$ cat src/rtl/itp_pkg.sv
`timescale 1ns / 1ps
// ---------------------------------------------------------------------------
// itp_pkg: shared definitions of the interlaced track table placer
// Slot geometry, field widths, outcome codes and the structs passed between
// the search unit and the top level.
// ---------------------------------------------------------------------------
package itp_pkg;

  // Slot geometry.
  localparam int SLOT_COUNT       = 320;
  localparam int SECTORS_PER_SLOT = 32;
  localparam int EVEN_CAP         = (SLOT_COUNT + 1) / 2;
  localparam int ODD_CAP          = SLOT_COUNT / 2;

  // Internal widths derived from the geometry.
  localparam int IDX_W  = $clog2(SLOT_COUNT);
  localparam int CNT_W  = $clog2(SLOT_COUNT + 1);
  localparam int HCNT_W = $clog2(EVEN_CAP + 1);

  // Fixed field widths.
  localparam int LEVEL_W    = 4;
  localparam int KEY_W      = 32;
  localparam int ENTRY_W    = LEVEL_W + KEY_W;
  localparam int OUTCOME_W  = 3;
  localparam int SLOT_OUT_W = 9;
  localparam int CLS_W      = 2;
  localparam int SECT_W     = 20;
  localparam int TOTAL_W    = 32;

  // Result outcome codes.
  typedef enum logic [OUTCOME_W-1:0] {
    OC_BOT_OVR  = 3'd0,
    OC_TOP_EVEN = 3'd1,
    OC_TOP_ODD  = 3'd2,
    OC_NEW_BOT  = 3'd3,
    OC_NEW_EVEN = 3'd4,
    OC_NEW_ODD  = 3'd5,
    OC_FULL     = 3'd6
  } outcome_e;

  // Fill counts; slots fill in order, so they also tell which slots are valid.
  typedef struct packed {
    logic [CNT_W-1:0]  bottom;
    logic [HCNT_W-1:0] even;
    logic [HCNT_W-1:0] odd;
  } fill_t;

  // First matching slot of each half, as found by the search unit.
  typedef struct packed {
    logic             b_hit;
    logic [IDX_W-1:0] b_idx;
    logic             t_hit;
    logic [IDX_W-1:0] t_idx;
  } scan_res_t;

  // A bottom slot is valid when it lies below the bottom fill count.
  function automatic logic bottom_valid(input logic [IDX_W-1:0] idx, input fill_t fill);
    return CNT_W'(idx) < fill.bottom;
  endfunction

  // Even top slots fill from the even count, odd ones from the odd count.
  function automatic logic top_valid(input logic [IDX_W-1:0] idx, input fill_t fill);
    logic [CNT_W-1:0] half;
    half = CNT_W'(idx[IDX_W-1:1]);
    if (idx[0]) begin
      return half < CNT_W'(fill.odd);
    end
    return half < CNT_W'(fill.even);
  endfunction

endpackage

$ cat src/rtl/itp_scan.sv
`timescale 1ns / 1ps
// ---------------------------------------------------------------------------
// itp_scan: slot search unit
// Walks both slot memories in rising order, one slot per cycle, and keeps
// the lowest valid bottom and top slot whose entry matches the item.
// ---------------------------------------------------------------------------
module itp_scan
  import itp_pkg::*;
(
  input  logic               clk_i,
  input  logic               rst_ni,
  input  logic               start_i,
  input  logic [LEVEL_W-1:0] level_i,
  input  logic [KEY_W-1:0]   key_i,
  input  fill_t              fill_i,
  input  logic [ENTRY_W-1:0] bot_rdata_i,
  input  logic [ENTRY_W-1:0] top_rdata_i,
  output logic               rd_en_o,
  output logic [IDX_W-1:0]   rd_addr_o,
  output logic               done_o,
  output scan_res_t          res_o
);

  localparam logic [CNT_W-1:0] LAST_ADDR = CNT_W'(SLOT_COUNT - 1);

  logic             busy_q;
  logic [CNT_W-1:0] addr_q;
  logic             cmp_q;
  logic             last_q;
  logic [IDX_W-1:0] cmp_idx_q;
  logic             done_q;
  scan_res_t        res_q;
  logic             bot_match;
  logic             top_match;

  assign rd_en_o   = busy_q;
  assign rd_addr_o = addr_q[IDX_W-1:0];
  assign done_o    = done_q;
  assign res_o     = res_q;

  // Compare the entry read in the previous cycle against the item.
  assign bot_match = cmp_q && bottom_valid(cmp_idx_q, fill_i) &&
                     (bot_rdata_i == {level_i, key_i});
  assign top_match = cmp_q && top_valid(cmp_idx_q, fill_i) &&
                     (top_rdata_i == {level_i, key_i});

  // Address sweep, compare stage and first-hit capture.
  always_ff @(posedge clk_i or negedge rst_ni) begin
    if (!rst_ni) begin
      busy_q    <= 1'b0;
      addr_q    <= '0;
      cmp_q     <= 1'b0;
      last_q    <= 1'b0;
      cmp_idx_q <= '0;
      done_q    <= 1'b0;
      res_q     <= '0;
    end else begin
      cmp_q     <= busy_q;
      cmp_idx_q <= addr_q[IDX_W-1:0];
      last_q    <= busy_q && (addr_q == LAST_ADDR);
      done_q    <= cmp_q && last_q;
      if (start_i) begin
        busy_q <= 1'b1;
        addr_q <= '0;
        res_q  <= '0;
      end else begin
        if (busy_q) begin
          addr_q <= addr_q + CNT_W'(1);
          if (addr_q == LAST_ADDR) begin
            busy_q <= 1'b0;
          end
        end
        if (bot_match && !res_q.b_hit) begin
          res_q.b_hit <= 1'b1;
          res_q.b_idx <= cmp_idx_q;
        end
        if (top_match && !res_q.t_hit) begin
          res_q.t_hit <= 1'b1;
          res_q.t_idx <= cmp_idx_q;
        end
      end
    end
  end

endmodule

$ cat config.mk
export PLATFORM = sky130hd
export DESIGN_NAME = itp_scan
export DESIGN_NICKNAME = d
export VERILOG_FILES = /design/src/rtl/itp_pkg.sv /design/src/rtl/itp_scan.sv
export SDC_FILE = /design/constraint.sdc
export NUM_CORES = 1
export LEC_CHECK = 0
export BUFFER_PORTS_ARGS = -buffer_cell sky130_fd_sc_hd__buf_2
export CAP_MARGIN = 25
export CORE_MARGIN = 3
export CORE_UTILIZATION = 45
export DETAILED_ROUTE_END_ITERATION = 6
export HOLD_SLACK_MARGIN = 0.05
export PLACE_DENSITY = 0.8
export SYNTH_ARGS = -nofsm -noshare
export SYNTH_HDL_FRONTEND = slang
export SYNTH_SLANG_ARGS = --single-unit
$ cat constraint.sdc
create_clock -name clk_i -period 2.98 [get_ports clk_i]
set_clock_uncertainty 0.2 [all_clocks]
set_input_delay 0.596 -clock clk_i [delete_from_list [all_inputs] [get_ports clk_i]]
set_output_delay 0.596 -clock clk_i [all_outputs]
set_load 0.01 [all_outputs]
==> out/summary.log, run 1 <==
INFO  clocking       cts_buffer_depth=2
INFO  floorplanning  top_level_ports=167
INFO  synthesis      synth_cells=325
INFO  run_status     outcome=finished, final reports clean
INFO  synthesis      count_of_state_elements_after_synthesis=42
INFO  worst_setup_path crit_path_end_kind=flip-flop
INFO  clocking       cts_buffers=5
INFO  place          place_congestion=0.873
INFO  synthesis      mappedNetlistArea=0.00310sqmm
INFO  drt            detail_route.wl_per_cell=17.1um
INFO  worst_setup_path criticalPathCategory=reg -> reg
INFO  pwr            worst_ir_drop_vdd=0.281mV
INFO  place          port-buffer-count=166
INFO  worst_setup_path timing.critical_path.to=res_o[0]
INFO  place          place.detailed.hpwl=7920um
INFO  sta            tightest_slew=0.895ns
INFO  floorplanning  vertical_die_dimension=89.0um
INFO  layout         antenna_cells=0
INFO  pwr            switching_share=26.1%
INFO  floorplanning  core.rowCount=29
INFO  worst_setup_path ff2ff_setup_slack=0.26ns
INFO  layout         area_growth_syn_to_layout=32.2%
INFO  clocking       cts_root_buffer=sky130_fd_sc_hd__clkbuf_8
INFO  pwr            share_seq_of_total_power=47.6%
INFO  pwr            clock_power_share=28.5%
INFO  global_route   grt_start_max_net_pins=43
INFO  floorplanning  dieWidth=89.0um
INFO  drt            total_via_count_in_the_routed_design=3065
INFO  clocking       post_cts_buffers=0
INFO  worst_hold_path hold_path_class=in -> async
INFO  synthesis      synth_top_area_share=33.9%
INFO  sta            setup_viol=0
INFO  worst_setup_path timing.rr.end=res_o[0]
INFO  drt            postRouteWirelength=9720um
INFO  synthesis      synth_area_leaders=sky130_fd_sc_hd__dfrtp_1 34%, sky130_fd_sc_hd__xnor2_1 17%, sky130_fd_sc_hd__ha_1 9.3%, sky130_fd_sc_hd__xor2_1 4.2%, sky130_fd_sc_hd__nand2b_1 3.8%
INFO  clocking       post_cts_hold_buffer_count=0
INFO  pwr            p_comb_share=23.9%
INFO  sta            final.setup.worst_slack=0.258ns
INFO  clocking       latest_clock_arrival_within_the_worst_skew_pair=0.29ns
INFO  drt            firstDrtPassIters=4
INFO  clocking       tritoncts=done
INFO  sta            hold_violation_total_from_the_final_report=0
INFO  clocking       clkTransAtPathRegs=0.07ns
INFO  clocking       cts_sinks=42
INFO  global_route   grt_overflow_total=0
INFO  global_route   global_route.usage.total=23.9%
INFO  drt            avgViaCountPerCell=5.39
INFO  layout         final_nets=652
INFO  sta            slew_headroom=40.3%
INFO  global_route   global_route_wire_length_before_repair=14300um
INFO  pwr            internal_power=0.000914W
INFO  worst_setup_path setup.worst_path.start_class=flip-flop
INFO  synthesis      synth_sequential_area_ratio=33.9%
INFO  synthesis      postSynthAreaPerCell=9.54squm
INFO  global_route   vias_in_the_first_global_route=3117
INFO  worst_setup_path worst_setup_path_start=cmp_idx_q[6]
INFO  synthesis      synth_top_area_cell=sky130_fd_sc_hd__dfrtp_1
INFO  layout         post_route_cells_drive_above_1_share=36.8%
INFO  clocking       htreeDepth=2
INFO  synthesis      synth_cell_type_count=38
INFO  drt            drt_drc_violations_left=0
INFO  synthesis      synth_fp_nets=484
INFO  pwr            power_density=301mW/mm^2
INFO  worst_setup_path r2r_cells=7
INFO  clocking       resized_cells_post_cts=0
INFO  drt            route.antenna.remaining_nets=0
INFO  sta            final.min_clock_period=2.72ns
INFO  floorplanning  core_box_area=0.00653sqmm
INFO  sta            finalHoldWorstSlack=0.230ns
INFO  worst_setup_path worstReg2RegStart=cmp_idx_q[6]
INFO  worst_setup_path path_max_fanout=5
INFO  job            max-cap-violations=0
INFO  pwr            power.leakage=2.11nW
INFO  pwr            fin_total_pwr=0.00124W
INFO  floorplanning  initial_utilization=47.5%
INFO  sta            setup_repair_after_global_routing_missed_its_margin=no
INFO  sta            finalSetupTns=0ns
INFO  global_route   grt_antenna_before_repair=0
INFO  sta            fmax=367MHz
INFO  pwr            power.net_switching=0.000322W
INFO  layout         most_common_cell_after_layout_fill_and_taps_aside=sky130_fd_sc_hd__buf_2
INFO  worst_setup_path critical_path_arrival=2.74ns
INFO  sta            fin_max_slew_vios=0
INFO  sta            finalCritPeriodShare=91.3%
INFO  floorplanning  die_area=0.00792sqmm
INFO  layout         final_cell_mix=166 x sky130_fd_sc_hd__buf_2, 60 x sky130_fd_sc_hd__xnor2_1, 42 x sky130_fd_sc_hd__dfrtp_1, 26 x sky130_fd_sc_hd__inv_1, 23 x sky130_fd_sc_hd__ha_1
INFO  worst_setup_path cp.required=2.99ns
INFO  drt            drt_first_iter_violations=105
INFO  place          pre_cts_slack=0.0475ns
INFO  synthesis      ys_warn_count=0
==> stage by stage <==
stage	cells	instance area, sq um	utilization (%)
4_1_cts	569	4100	62.8
2_1_floorplan	325	3100	-
6_report	569	4100	62.8
5_1_grt	569	4100	62.8
3_3_place_gp	563	4020	61.5
3_5_place_dp	563	4020	61.5
==> sequential cells by signal, indices dropped and copies added, names as in the netlist <==
name / flops
done_o: 1
rd_en_o: 1
rd_addr_o: 9
cmp_q: 1
last_q: 1
cmp_idx_q: 9
res_o: 20
==> layer usage <==
layer,vias up,GRT usage [%],share of wire (%)
li1,1471,-,-
met1,1454,23.7,34
met2,125,49.1,56
met3,15,3.78,7.9
met4,0,8.53,2.1
met5,-,0,0
==> Yosys cell counts, drive strengths merged <==
master,instances
xnor2,60
dfrtp,42
inv,27
ha,23
nand2b,20
a21oi,17
nand4,16
o21ai,15
xor2,15
nor2,14
nand4b,11
mux2i,9
nand2,8
clkbuf,7
nor4,6
and3,4
nor3,4
nand3,3
o211ai,3
or3,3
a2111oi,2
a211oi,2
a21o,2
and2,2
o31ai,2
or4,2
a211o,1
a22o,1
a2bb2oi,1
and4,1
o211a,1
o221ai,1
==> cell type report <==
cell class	count	area [sq um]
inverters	27	101
flip-flops and latches	42	1050
fillers	589	2430
well taps	77	96.3
clock buffers	6	82.6
multi-input cells	249	1920
repair buffers	168	846
==> power by group through the flow <==
stage          logic (W)  registers (W)  clock network (W)
3_5_place_dp    0.000296       0.000599                  0
4_1_cts         0.000298       0.000588           0.000364
3_3_place_gp    0.000289       0.000598                  0
5_1_grt         0.000327       0.000589           0.000382
6_report        0.000296       0.000588           0.000352
2_1_floorplan   0.000143       0.000597                  0
==> logic make-up after synthesis <==
family	after synthesis	synth area share [%]
XOR/XNOR	75	21.2
flip-flops	42	33.9
multiplexers	9	2.90
AO/OA/AOI/OAI	48	9.76
buffers and inverters	34	4.11
AND/OR/NAND/NOR	94	18.9
adder cells (fa/ha/maj)	23	9.28
==> worst min-delay path by stage <==
stage / from / to / slack, ns
after floorplan: rst_ni / cmp_idx_q[0] / 0.10
after global placement: rd_addr_o[5] / cmp_idx_q[5] / 0.21
after detailed placement: rd_addr_o[5] / cmp_idx_q[5] / 0.22
after CTS: rd_addr_o[5] / cmp_idx_q[5] / 0.24
after global routing: rd_addr_o[5] / cmp_idx_q[5] / 0.27
final: rst_ni / rd_addr_o[3] / 0.23
==> critical path: stages, from the launching register on <==
cell	delay [ns]
sky130_fd_sc_hd__dfrtp_1	0.47
sky130_fd_sc_hd__ha_1	0.33
sky130_fd_sc_hd__a21oi_1	0.14
sky130_fd_sc_hd__nor2_1	0.06
sky130_fd_sc_hd__a2111oi_0	0.49
sky130_fd_sc_hd__a2bb2oi_1	0.25
sky130_fd_sc_hd__or4_1	0.54
sky130_fd_sc_hd__a21oi_1	0.15
(Power assumes the default switching activity.)
==> run 2: changes to the inputs <==
- CTS_BUF_LIST: default -> sky130_fd_sc_hd__clkbuf_8
- SETUP_SLACK_MARGIN: default -> 0.3
==> run 2 against run 1 <==
Hold slack lost 0.011 ns. First-iteration DRC count up 4.8%. Worst setup slack improved by 0.23 ns. Final cell count is 0.18% higher. Core utilization is 0.50 points higher. Register-to-register slack better by 0.23 ns. Die area unchanged. Global-route usage unchanged. Highest routed layer unchanged.
==> out/summary.log, run 2 (synthesized netlist as in run 1, its figures left out) <==
INFO  clocking       cts_buffer_depth=2 [unchanged]
INFO  pwr            worst_ir_drop_vdd=0.280mV [was 0.281 mV]
INFO  sta            finalCritPeriodShare=83.5% [was 91.3%]
INFO  worst_setup_path crit_family=simple AND/OR/NAND/NOR gates [was compound AO/OA/AOI/OAI gates]
INFO  global_route   vias_in_the_first_global_route=3117 [unchanged]
INFO  global_route   global_route.usage.total=23.9% [unchanged]
INFO  clocking       clkTransAtPathRegs=0.07ns [about the same]
INFO  drt            drt_drc_violations_left=0 [unchanged]
INFO  clocking       post_cts_hold_buffer_count=0 [unchanged]
INFO  sta            fmax=402MHz [was 367 MHz]
INFO  run_status     outcome=finished, final reports clean [unchanged]
INFO  worst_hold_path hold_path_class=in -> async [unchanged]
INFO  sta            slew_headroom=41.3% [was 40.3%]
INFO  sta            fin_max_slew_vios=0 [unchanged]
INFO  pwr            power.leakage=2.12nW [was 2.11 nW]
INFO  worst_setup_path r2r_cells=7 [unchanged]
INFO  layout         most_common_cell_after_layout_fill_and_taps_aside=sky130_fd_sc_hd__buf_2 [unchanged]
INFO  worst_setup_path critical_path_arrival=2.51ns [was 2.74 ns]
INFO  layout         final_cell_mix=166 x sky130_fd_sc_hd__buf_2, 60 x sky130_fd_sc_hd__xnor2_1, 42 x sky130_fd_sc_hd__dfrtp_1, 26 x sky130_fd_sc_hd__inv_1, 23 x sky130_fd_sc_hd__ha_1 [unchanged]
INFO  worst_setup_path crit_path_end_kind=flip-flop [unchanged]
INFO  layout         area_growth_syn_to_layout=33.2% [was 32.2%]
INFO  worst_setup_path timing.rr.end=res_o[0] [unchanged]
INFO  drt            avgViaCountPerCell=5.38 [was 5.39]
INFO  clocking       tritoncts=done [unchanged]
INFO  layout         fillerInstances=581 [was 589]
INFO  drt            total_via_count_in_the_routed_design=3065 [unchanged]
INFO  floorplanning  top_level_ports=167 [unchanged]
INFO  drt            firstDrtPassIters=4 [unchanged]
INFO  worst_setup_path cp.required=3.00ns [was 2.99 ns]
INFO  pwr            fin_total_pwr=0.00124W [about the same]
INFO  floorplanning  vertical_die_dimension=89.0um [unchanged]
INFO  sta            setup_viol=0 [unchanged]
INFO  place          dpl.cell_count=563 [unchanged]
INFO  drt            detail_route.wl_per_cell=17.0um [was 17.1 um]
INFO  clocking       cts_sinks=42 [unchanged]
INFO  layout         antenna_cells=0 [unchanged]
INFO  place          place_congestion=0.873 [unchanged]
INFO  clocking       latest_clock_arrival_within_the_worst_skew_pair=0.29ns [about the same]
INFO  place          place.detailed.hpwl=7920um [unchanged]
INFO  global_route   global_route_wire_length_before_repair=14300um [unchanged]
INFO  worst_setup_path cp.depth=7 [unchanged]
INFO  worst_setup_path path_max_fanout=5 [unchanged]
INFO  worst_setup_path ff2ff_setup_slack=0.49ns [was 0.26 ns]
INFO  worst_setup_path crit_path_cell_trace=ha_1 -> nand2_1 -> nor2_1 -> a2111oi_4 -> a2bb2oi_2 -> or4_1 -> a21oi_1 [was ha_1 -> a21oi_1 -> nor2_1 -> a2111oi_0 -> a2bb2oi_1 -> or4_1 -> a21oi_1]
INFO  clocking       cts_buffers=5 [unchanged]
INFO  drt            route.antenna.remaining_nets=0 [unchanged]
INFO  global_route   grt_antenna_before_repair=0 [unchanged]
INFO  global_route   grt_overflow_total=0 [unchanged]
INFO  pwr            power_density=300mW/mm^2 [was 301 mW/mm^2]
INFO  floorplanning  die_area=0.00792sqmm [unchanged]
INFO  sta            finalSetupTns=0ns [unchanged]
INFO  worst_setup_path worst_setup_path_start=cmp_idx_q[8] [was cmp_idx_q[6]]
INFO  floorplanning  core_box_area=0.00653sqmm [unchanged]
INFO  sta            setup_repair_after_global_routing_missed_its_margin=no [unchanged]
INFO  sta            hold_violation_total_from_the_final_report=0 [unchanged]
INFO  clocking       cts_root_buffer=sky130_fd_sc_hd__clkbuf_8 [unchanged]
INFO  clocking       htreeDepth=2 [unchanged]
INFO  job            max-cap-violations=0 [unchanged]
INFO  layout         largest_reg_flops=20 [unchanged]
INFO  layout         post_route_cells_drive_above_1_share=37.3% [was 36.8%]
INFO  drt            postRouteWirelength=9710um [was 9720 um]
INFO  place          port-buffer-count=166 [unchanged]
INFO  worst_setup_path cp_slowest_stage_delay=0.52ns [was 0.54 ns]
INFO  worst_setup_path crit_buf_inv=0 [unchanged]
INFO  sta            final.min_clock_period=2.49ns [was 2.72 ns]
INFO  worst_setup_path criticalPathCategory=reg -> reg [unchanged]
INFO  floorplanning  core.rowCount=29 [unchanged]
INFO  worst_setup_path worstReg2RegStart=cmp_idx_q[8] [was cmp_idx_q[6]]
INFO  sta            tightest_slew=0.880ns [was 0.895 ns]
INFO  floorplanning  initial_utilization=47.5% [unchanged]
INFO  worst_setup_path timing.critical_path.to=res_o[0] [unchanged]
INFO  floorplanning  dieWidth=89.0um [unchanged]
INFO  worst_setup_path setup.worst_path.start_class=flip-flop [unchanged]
INFO  global_route   grt_start_max_net_pins=43 [unchanged]
INFO  drt            drt_first_iter_violations=110 [was 105]
INFO  layout         stdcell_count=570 [was 569]
INFO  worst_setup_path slowest_cell_on_the_critical_path=sky130_fd_sc_hd__or4_1 [unchanged]
INFO  layout         final_nets=653 [was 652]
INFO  sta            finalHoldWorstSlack=0.220ns [was 0.230 ns]
==> run 2: cell type report <==
class                   count  area (sq um)  share of cell area, %
repair buffers            169           853                   20.6
flip-flops and latches     42          1050                   25.4
clock buffers               6          82.6                   2.00
multi-input cells         249          1950                   47.1
inverters                  27           101                   2.45
well taps                  77          96.3                   2.33
==> run 2: worst min path at each step <==
| stage | startpoint | end | slack (ns) | depth (start not counted) |
|---|---|---|---|---|
| finish | rst_ni | rd_addr_o[3] | 0.22 | 1 |
| global route | rd_addr_o[5] | cmp_idx_q[5] | 0.27 | 0 |
| CTS | rd_addr_o[5] | cmp_idx_q[5] | 0.24 | 0 |
| detailed placement | rd_addr_o[5] | cmp_idx_q[5] | 0.22 | 0 |
| global placement | rd_addr_o[5] | cmp_idx_q[5] | 0.21 | 0 |
| floorplan | rst_ni | cmp_idx_q[0] | 0.10 | 0 |
==> run 2: where the power goes <==
part           internal [W]  switching, W  total (W)
logic              0.000160      0.000138   0.000298
registers          0.000577     0.0000117   0.000588
clock network      0.000178      0.000174   0.000352
==> run 2: layer usage <==
metal,track usage (%),routed length (um),vias up
met5,0,0,-
li1,-,-,1473
met2,49.1,5350,114
met4,8.53,216,0
met1,23.7,3410,1461
met3,3.78,725,17
==> run 2: metrics by stage <==
step	setup WS (ns)	instance area [sq um]	util [%]
2_1_floorplan	0.448	3100	-
3_3_place_gp	0.269	4020	61.5
4_1_cts	0.325	4100	62.8
3_5_place_dp	0.0475	4020	61.5
6_report	0.490	4130	63.3
5_1_grt	0.345	4130	63.3
==> run 2: what timing repair did <==
item / 4_1_cts / 5_1_grt
gates cloned: 0 / 0
pin swaps: 0 / 1
gates resized for setup: 1 / 3
setup buffers: 0 / 1
endpoints found under the setup margin: 3 / 11
==> run 3: changes to the inputs <==
- CORE_UTILIZATION: 45 -> 42
- PLACE_DENSITY: 0.8 -> 0.79
- clock period: 2.98 -> 2.21 ns (I/O delays scaled with it)
==> run 3 against run 2 <==
The run now ends with setup timing left. Sequential power rose by 35%. Wire length rose by 9.9%. Power rose by 53%. Combinational power rose by 67%. Count of clock-buffer cells in the layout fell by 1. Sequential share of layout area fell by 3.4 points. Largest cell class unchanged. Clock power rose by 71%. Via count rose by 4.4%. Critical path depth did not move. Final cell count rose by 12%. Core utilization rose by 5.3 points.
==> out/summary.log, run 3 (synthesized netlist as in run 1, its figures left out) <==
INFO  sta            fin_max_slew_vios=0 [unchanged]
INFO  layout         multi_input_area=0.00218sqmm [was 0.00195 sq mm]
INFO  drt            drt_drc_violations_left=0 [unchanged]
INFO  worst_setup_path worstReg2RegStart=cmp_idx_q[6] [was cmp_idx_q[8]]
INFO  worst_setup_path critical_path_arrival=2.25ns [was 2.51 ns]
INFO  place          dpl.cell_count=623 [was 563]
INFO  sta            fmax=450MHz [was 402 MHz]
INFO  layout         final_nets=699 [was 653]
INFO  worst_setup_path r2r_cells=7 [unchanged]
INFO  sta            tightest_slew=0.619ns [was 0.880 ns]
INFO  worst_setup_path ff2ff_setup_slack=-0.01ns [was 0.49 ns]
INFO  worst_setup_path timing.rr.end=res_o[0] [unchanged]
INFO  drt            avgViaCountPerCell=5.02 [was 5.38]
INFO  sta            hold_violation_total_from_the_final_report=0 [unchanged]
INFO  sta            slew_headroom=58.7% [was 41.3%]
INFO  layout         final_cell_mix=166 x sky130_fd_sc_hd__buf_2, 60 x sky130_fd_sc_hd__xnor2_1, 41 x sky130_fd_sc_hd__buf_4, 37 x sky130_fd_sc_hd__dfrtp_1, 25 x sky130_fd_sc_hd__inv_1 [was 166 x sky130_fd_sc_hd__buf_2, 60 x sky130_fd_sc_hd__xnor2_1, 42 x sky130_fd_sc_hd__dfrtp_1, 26 x sky130_fd_sc_hd__inv_1, 23 x sky130_fd_sc_hd__ha_1]
INFO  floorplanning  die_area=0.00845sqmm [was 0.00792 sq mm]
INFO  worst_setup_path criticalPathCategory=reg -> reg [unchanged]
INFO  worst_hold_path worstHoldEndpoint=done_o
INFO  sta            finalCritPeriodShare=101% [was 83.5%]
INFO  clocking       clkTransAtPathRegs=0.08ns [was 0.07 ns]
INFO  floorplanning  core_box_area=0.00698sqmm [was 0.00653 sq mm]
INFO  sta            setup_viol=1 [was 0]
INFO  layout         most_common_cell_after_layout_fill_and_taps_aside=sky130_fd_sc_hd__buf_2 [unchanged]
INFO  clocking       cts_buffer_depth=2 [unchanged]
INFO  worst_setup_path cp.required=2.24ns [was 3.00 ns]
INFO  global_route   grt_start_max_net_pins=43 [unchanged]
INFO  drt            total_via_count_in_the_routed_design=3199 [was 3065]
INFO  global_route   grt_overflow_total=0 [unchanged]
INFO  worst_setup_path path_max_fanout=5 [unchanged]
INFO  run_status     outcome=finished with violations [was finished, final reports clean]
INFO  sta            final.setup.worst_slack=-0.0138ns [was 0.490 ns]
INFO  floorplanning  top_level_ports=167 [unchanged]
INFO  run_status     violations_in_the_final_reports=setup timing
INFO  worst_hold_path whs_path_depth=1
INFO  worst_setup_path setup.worst_path.start_class=flip-flop [unchanged]
INFO  drt            drt_first_iter_violations=113 [was 110]
INFO  pwr            worst_ir_drop_vdd=0.352mV [was 0.280 mV]
INFO  pwr            power.leakage=2.35nW [was 2.12 nW]
INFO  global_route   global_route_wire_length_before_repair=16000um [was 14300 um]
INFO  global_route   grt_antenna_before_repair=0 [unchanged]
INFO  drt            firstDrtPassIters=4 [unchanged]
INFO  place          place.detailed.hpwl=8510um [was 7920 um]
INFO  drt            detail_route.wl_per_cell=16.8um [was 17.0 um]
INFO  pwr            power_density=395mW/mm^2 [was 300 mW/mm^2]
INFO  worst_hold_path timing.hold.worst.start=last_q
INFO  sta            final.min_clock_period=2.22ns [was 2.49 ns]
INFO  floorplanning  vertical_die_dimension=91.9um [was 89.0 um]
INFO  layout         fillerInstances=564 [was 581]
INFO  place          place_congestion=1.01 [was 0.873]
INFO  drt            route.antenna.remaining_nets=0 [unchanged]
INFO  job            max-cap-violations=0 [unchanged]
INFO  layout         stdcell_count=637 [was 570]
INFO  place          port-buffer-count=166 [unchanged]
INFO  layout         area_growth_syn_to_layout=54.5% [was 33.2%]
INFO  global_route   global_route.usage.total=24.2% [was 23.9%]
INFO  drt            postRouteWirelength=10700um [was 9710 um]
INFO  layout         post_route_cells_drive_above_1_share=49.0% [was 37.3%]
INFO  worst_hold_path hold_path_class=reg -> reg [was in -> async]
INFO  floorplanning  initial_utilization=44.4% [was 47.5%]
INFO  floorplanning  dieWidth=91.9um [was 89.0 um]
INFO  clocking       cts_buffers=5 [unchanged]
INFO  sta            finalHoldWorstSlack=0.268ns [was 0.220 ns]
INFO  clocking       cts_sinks=42 [unchanged]
INFO  layout         largest_reg_flops=20 [unchanged]
INFO  worst_setup_path crit_path_end_kind=flip-flop [unchanged]
INFO  clocking       cts_root_buffer=sky130_fd_sc_hd__clkbuf_8 [unchanged]
INFO  clocking       tritoncts=done [unchanged]
INFO  layout         antenna_cells=0 [unchanged]
INFO  clocking       htreeDepth=2 [unchanged]
INFO  floorplanning  core.rowCount=30 [was 29]
INFO  sta            setup_repair_after_global_routing_missed_its_margin=yes [was no]
INFO  global_route   vias_in_the_first_global_route=3326 [was 3117]
INFO  clocking       latest_clock_arrival_within_the_worst_skew_pair=0.29ns [about the same]
INFO  layout         final-seq-area=0.00106sqmm [was 0.00105 sq mm]
-- run 3: area by class of cell --
class,instances,area share [%]
Sequential cell,42,22.1
Timing Repair Buffer,214,25.6
Tap cell,96,2.51
Clock inverter,3,0.862
Multi-Input combinational cell,250,45.4
Inverter,27,2.12
Clock buffer,5,1.44
-- run 3: per-layer routing --
layer / up-vias / GRT usage, % / wire, um
met5: - / 0 / 0
li1: 1579 / - / -
met1: 1499 / 31.2 / 4550
met3: 24 / 5.09 / 496
met2: 97 / 41.1 / 5390
met4: 0 / 6.44 / 227
-- run 3: through the flow --
step                total power (W)  utilization [%]  setup WS (ns)  setup TNS, ns  cell area (sq um)
detailed placement          0.00128             63.5         -0.310          -2.88               4440
CTS                         0.00188             66.3         -0.112          -1.34               4630
finish                      0.00189             68.6        -0.0138        -0.0138               4790
global placement            0.00126             63.5         -0.309          -3.07               4440
global route                0.00198             68.6         -0.121          -1.75               4790
floorplan                   0.00101                -         0.0282              0               3190
-- run 3: critical path: stages (launching register included) --
cell and delay (ns):
sky130_fd_sc_hd__dfrtp_2 0.51, sky130_fd_sc_hd__ha_4 0.25, sky130_fd_sc_hd__a21oi_2 0.14, sky130_fd_sc_hd__nor2_2 0.07, sky130_fd_sc_hd__a2111oi_4 0.21, sky130_fd_sc_hd__a2bb2oi_2 0.15, sky130_fd_sc_hd__or4_4 0.50, sky130_fd_sc_hd__a21oi_2 0.13
-- run 3: timing repair --
item,in CTS,in global routing
cloned,1,1
buffers inserted,1,2
endpoints found under the hold margin,42,0
hold buffers,1,0
resized for setup,12,25
setup endpoints to repair,20,20
pin swaps,16,15
-- run 3: power breakdown --
group	internal [W]	switching, W	total [W]
clock	0.000332	0.000269	0.000602
sequential	0.000778	0.0000173	0.000795
combinational	0.000272	0.000226	0.000498
total	0.00138	0.000512	0.00189
-- run 3: how the worst max path moves through the flow --
stage               end  cells after the start         start
2_1_floorplan  res_o[0]                      6  cmp_idx_q[2]
3_3_place_gp   res_o[3]                      9     key_i[11]
3_5_place_dp   res_o[0]                      8     key_i[11]
4_1_cts        res_o[0]                      7  cmp_idx_q[6]
5_1_grt        res_o[4]                      9  cmp_idx_q[8]
6_report       res_o[0]                      7  cmp_idx_q[6]
